==> src/mbaa_pkg.sv <==
`timescale 1ns / 1ps
// Shared constants, codes and the multiply-accumulate command type of the escape-time evaluator.
package mbaa_pkg;

   // Iteration limit and pixel coordinate width
   localparam int MaxIter  = 512;
   localparam int DimBits  = 12;

   // Fixed-point format and datapath widths
   localparam int FracBits = 52;
   localparam int RegW     = 64;
   localparam int MulW     = 32;
   localparam int AccW     = 128;

   // Count, sum and result widths
   localparam int CountW   = $clog2(MaxIter + 1);
   localparam int SumW     = CountW + 2;
   localparam int OutW     = 10;

   // Register index width of the control port
   localparam int CsrIdxW  = 3;

   // Register indexes
   typedef enum logic [CsrIdxW-1:0] {
      CSR_CENTER_X     = 3'd0,
      CSR_CENTER_Y     = 3'd1,
      CSR_STEP_SIZE    = 3'd2,
      CSR_IMAGE_WIDTH  = 3'd3,
      CSR_IMAGE_HEIGHT = 3'd4
   } csr_index_type;

   // Left shift applied to a partial product before it is accumulated
   typedef enum logic [1:0] {
      SH_0  = 2'd0,
      SH_32 = 2'd1,
      SH_33 = 2'd2,
      SH_64 = 2'd3
   } mac_shift_type;

   // Accumulator that a partial product lands in
   typedef enum logic [1:0] {
      ACC_A = 2'd0,
      ACC_B = 2'd1,
      ACC_P = 2'd2
   } acc_sel_type;

   // One command to the shared multiply-accumulate unit
   typedef struct packed {
      logic          valid;
      logic          clear;
      acc_sel_type   dest;
      mac_shift_type shift;
      logic [MulW-1:0] opa;
      logic [MulW-1:0] opb;
   } mac_op_type;

endpackage

==> src/mbaa_mac.sv <==
`timescale 1ns / 1ps
// Shared 32x32 multiplier with three 128-bit shift-and-add accumulators.
module mbaa_mac (
   input  logic                          clock,
   input  logic                          reset,
   input  mbaa_pkg::mac_op_type          op,
   output logic [mbaa_pkg::AccW-1:0]     acc_a,
   output logic [mbaa_pkg::AccW-1:0]     acc_b,
   output logic [mbaa_pkg::AccW-1:0]     acc_p
);

   logic [2*mbaa_pkg::MulW-1:0] prod_ff;
   logic [2*mbaa_pkg::MulW-1:0] prod_in;
   logic                        tag_valid_ff;
   logic                        tag_clear_ff;
   mbaa_pkg::acc_sel_type       tag_dest_ff;
   mbaa_pkg::mac_shift_type     tag_shift_ff;

   logic [mbaa_pkg::AccW-1:0]   acc_a_ff;
   logic [mbaa_pkg::AccW-1:0]   acc_b_ff;
   logic [mbaa_pkg::AccW-1:0]   acc_p_ff;
   logic [mbaa_pkg::AccW-1:0]   addend;
   logic [mbaa_pkg::AccW-1:0]   base;
   logic [mbaa_pkg::AccW-1:0]   acc_sum;

   // Multiply stage: register the product before it is added
   assign prod_in = op.opa * op.opb;

   always_ff @(posedge clock) begin
      if (reset) begin
         tag_valid_ff <= 1'b0;
      end else begin
         tag_valid_ff <= op.valid;
      end
   end

   always_ff @(posedge clock) begin
      if (op.valid) begin
         prod_ff      <= prod_in;
         tag_clear_ff <= op.clear;
         tag_dest_ff  <= op.dest;
         tag_shift_ff <= op.shift;
      end
   end

   // Align the product to its weight
   always_comb begin
      unique case (tag_shift_ff)
         mbaa_pkg::SH_0:  addend = {64'b0, prod_ff};
         mbaa_pkg::SH_32: addend = {32'b0, prod_ff, 32'b0};
         mbaa_pkg::SH_33: addend = {31'b0, prod_ff, 33'b0};
         mbaa_pkg::SH_64: addend = {prod_ff, 64'b0};
         default:         addend = '0;
      endcase
   end

   // Pick the running sum, or zero when the command starts a fresh sum
   always_comb begin
      unique case (tag_dest_ff)
         mbaa_pkg::ACC_A: base = acc_a_ff;
         mbaa_pkg::ACC_B: base = acc_b_ff;
         mbaa_pkg::ACC_P: base = acc_p_ff;
         default:         base = '0;
      endcase
      if (tag_clear_ff) begin
         base = '0;
      end
      acc_sum = base + addend;
   end

   // Accumulate stage
   always_ff @(posedge clock) begin
      if (tag_valid_ff) begin
         unique case (tag_dest_ff)
            mbaa_pkg::ACC_A: acc_a_ff <= acc_sum;
            mbaa_pkg::ACC_B: acc_b_ff <= acc_sum;
            mbaa_pkg::ACC_P: acc_p_ff <= acc_sum;
            default: ;
         endcase
      end
   end

   assign acc_a = acc_a_ff;
   assign acc_b = acc_b_ff;
   assign acc_p = acc_p_ff;

endmodule

==> config.mk <==
export PLATFORM = sky130hd
export DESIGN_NAME = mbaa_mac
export DESIGN_NICKNAME = d
export VERILOG_FILES = /design/src/mbaa_pkg.sv /design/src/mbaa_mac.sv
export SDC_FILE = /design/constraint.sdc
export NUM_CORES = 2
export LEC_CHECK = 0
export BUFFER_PORTS_ARGS = -buffer_cell sky130_fd_sc_hd__buf_2
export CAP_MARGIN = 10
export CORE_ASPECT_RATIO = 0.7
export CORE_MARGIN = 2
export CORE_UTILIZATION = 60
export CTS_CLUSTER_DIAMETER = 50
export DETAILED_ROUTE_END_ITERATION = 8
export PLACE_DENSITY = 0.8
export SYNTH_ARGS = -nofsm -noshare
export SYNTH_HDL_FRONTEND = slang
export SYNTH_SLANG_ARGS = --single-unit
==> constraint.sdc <==
create_clock -name clock -period 13 [get_ports clock]
set_clock_uncertainty 0.2 [all_clocks]
set_input_delay 1.95 -clock clock [delete_from_list [all_inputs] [get_ports clock]]
set_output_delay 1.95 -clock clock [all_outputs]
set_load 0.005 [all_outputs]
==> run summary <==
Outcome: finished clean
Relative slew slack: 0.0946
Hold-fix buffers, CTS: 0
Initial Utilization: 0.604
Clock period minus worst slack: 9940 ps
Post-Syn Area per Cell: 9.51 um^2
Slew @ Worst Pin: 1340 ps
DRC: 0
Period utilisation layout: 0.765
Gr ovfl total: 0
CTS tree: yes
Ys async rst share: 0
Max Cap Viol: 0
DR WL/cell: 24.1 um
FP Rows: 97
Die ar.: 103000 um^2
Simple-Gate Fraction of Synth Area: 0.164
Crit Reg-Reg Startpoint: tag_dest_ff[1]
CTS Buffer Depth: 3
Area contributors post-synth: fa_1 (30%), edfxtp_1 (23%), ha_1 (8.1%)
Die Wd: 382 um
Setup Viol. Count Final: 0
Slew Limit Fails: 0
Xor/xnor share of the synthesized area: 0.0272
Fin. Hold Viols: 0
Post-synthesis cell area: 60100 um^2
Root Buffer: clkbuf_16
Area Overhead vs Synth: 6.69%
Synth cell types: 87
Vias after detailed routing: 48100
Hold Crit Endpoint: acc_p[0]
Post-synthesis sequential area ratio: 0.227
Fmax achieved: 0.101 GHz
Initial DRT Pass Iterations: 7
Min-Delay Path Class: reg2reg
H-tree levels: 2
Pin count of the biggest net entering global routing: 129
Yosys reg bits: 454
Post-synthesis adder-cell area fraction: 0.380
Compound-Gate Fraction of Synth Area: 0.101
Post-synth top cells: fa_1 (897), inv_1 (897), and2_1 (643), nand2_1 (620), a21oi_1 (511)
Synth top area share: 0.299
Vias per inst: 6.13
Share of post-route cells with drive strength above 1: 0.0886
Num ports: 456
Net count after synthesis: 7686
First-pass GRT wire length: 287000 um
Crit Path Class: in2reg
Post-synthesis mux area share: 0.0220
Tot GR Track Use: 0.367
Post-Syn Instances: 6327
Worst R2R Path Depth: 18
Initial antenna violation count: 9
Initial DRC count: 5758
Largest family of logic cells by synthesized area: adder cells
Number of gates resized after CTS: 0
Clock latency at the later pin of the worst-skew pair: 580 ps
Dominant synthesized flop cell: edfxtp_1
Hold_sp: acc_b[0]
Sink Count: 454
Layout Nets: 7831
CP startpoint kind: input pin
Crit path capture type: flop
Reg-to-reg critical path endpoint: acc_b[125]
Number of synthesized flops with an enable pin: 453
DIE HEIGHT: 269 um
Detailed Route WL: 189000 um
Clock-pin slew on the worst setup and hold paths: 70 ps
Inserted Clock Buffers: 40
Fill cells: 7950
Total core area: 99600 um^2
Worst hold path depth: 3
Worst-path fanout max: 32
Worst R2R Setup Slack: 5380 ps
Vias in the first global route: 47000
Residual antenna-violating net count after detailed routing: 0
Hpwl dp: 149000 um
Worst EP required: 13120 ps
Buffers added on ports: 455
Gp weighted congestion: 1.05
Critical Path AT: 10070 ps
Post-CTS setup buffers: 0
TNS Setup: 0 ps
RSZ-0062 raised after global routing: no
Synth warn: 0
Synth area leader: fa_1
flip-flops by register name, summed over array words and instances (netlist names):
signal	cells
acc_a	128
acc_b	128
acc_p	128
prod_ff	64
tag_dest_ff	2
tag_shift_ff	2
tag_clear_ff	1
tag_valid_ff	1
routing by layer:
layer / vias to the layer above / track usage / share of wire
li1: 20700 / - / -
met1: 24100 / 0.548 / 0.42
met2: 2944 / 0.535 / 0.43
met3: 318 / 0.106 / 0.13
met4: 8 / 0.0715 / 0.021
met5: - / 0.00648 / 0.00071
layout make-up:
type / instances / area [um^2] / area share
Antenna cell: 4 / 10.0 / 0.000156
Clock buffer: 50 / 1060 / 0.0165
Clock inverter: 23 / 230 / 0.00359
Inverter: 897 / 3370 / 0.0525
Multi-Input combinational cell: 4598 / 41700 / 0.650
Sequential cell: 454 / 13600 / 0.212
Tap cell: 1336 / 1670 / 0.0261
Timing Repair Buffer: 481 / 2480 / 0.0387
logic make-up (layout without fill, tap and decap cells):
group / after synthesis / after routing
buffers and inverters: 1275 / 1451
AND/OR/NAND/NOR: 1974 / 1974
AO/OA/AOI/OAI: 1018 / 1018
adder cells (fa/ha/maj): 1287 / 1287
flip-flops: 454 / 454
multiplexers: 132 / 132
other: 0 / 4
XOR/XNOR: 187 / 187
placed cells by master (no fill, tap or decap), types with 25 or more instances in the layout:
cell,instances
xnor2_1,111
a21oi_1,511
xor2_1,76
buf_4,25
nand2_1,620
nand3_1,32
o21bai_1,56
nor2_1,393
inv_1,897
a21o_1,119
and3_1,45
ha_1,390
fa_1,897
nand4_1,71
nor3_1,28
buf_2,455
clkbuf_16,41
and2_1,643
nor2b_1,48
mux2i_1,131
nand3b_1,33
edfxtp_1,453
o21ai_0,166
worst max-delay path, cell delays in order:
cell       delay, ps
buf_2            660
nand2_1          200
fa_1             570
fa_1             560
inv_1             70
fa_1             480
fa_1             610
fa_1             450
fa_1             480
fa_1             500
inv_1             60
fa_1             490
inv_1             40
ha_1             400
and3_1           330
nand4_1          220
a2111oi_2        720
o31ai_1          260
o21ba_1          260
o311ai_1         260
a21oi_1          150
o21ai_1          190
xor2_1            80
worst max path at each step:
| stage | start | endpoint | slack, ps | cells after the start |
|---|---|---|---|---|
| after floorplan | tag_dest_ff[1] | acc_a[0] | 1590 | 4 |
| after global routing | op[23] | prod_ff[63] | 2780 | 24 |
| after CTS | op[23] | prod_ff[63] | 3200 | 24 |
| after global placement | op[23] | prod_ff[61] | 2740 | 24 |
| after detailed placement | op[23] | prod_ff[61] | 2620 | 24 |
| final | op[17] | prod_ff[62] | 3060 | 23 |
metrics by stage:
stage | setup WS, ps | hold slack (ps) | instance area, um^2 | utilization | instances
6_report | 3060 | 650 | 64200 | 0.644 | 7843
5_1_grt | 2780 | 663 | 64200 | 0.644 | 7839
4_1_cts | 3200 | 640 | 64200 | 0.644 | 7839
3_5_place_dp | 2620 | 626 | 62900 | 0.631 | 7766
3_3_place_gp | 2740 | 598 | 62900 | 0.631 | 7766
2_1_floorplan | 1590 | 513 | 60100 | - | 6327
Power is left out: the tool's default activity adds up to more than one toggle a clock period on the data nets, which glitch-free logic cannot reach.
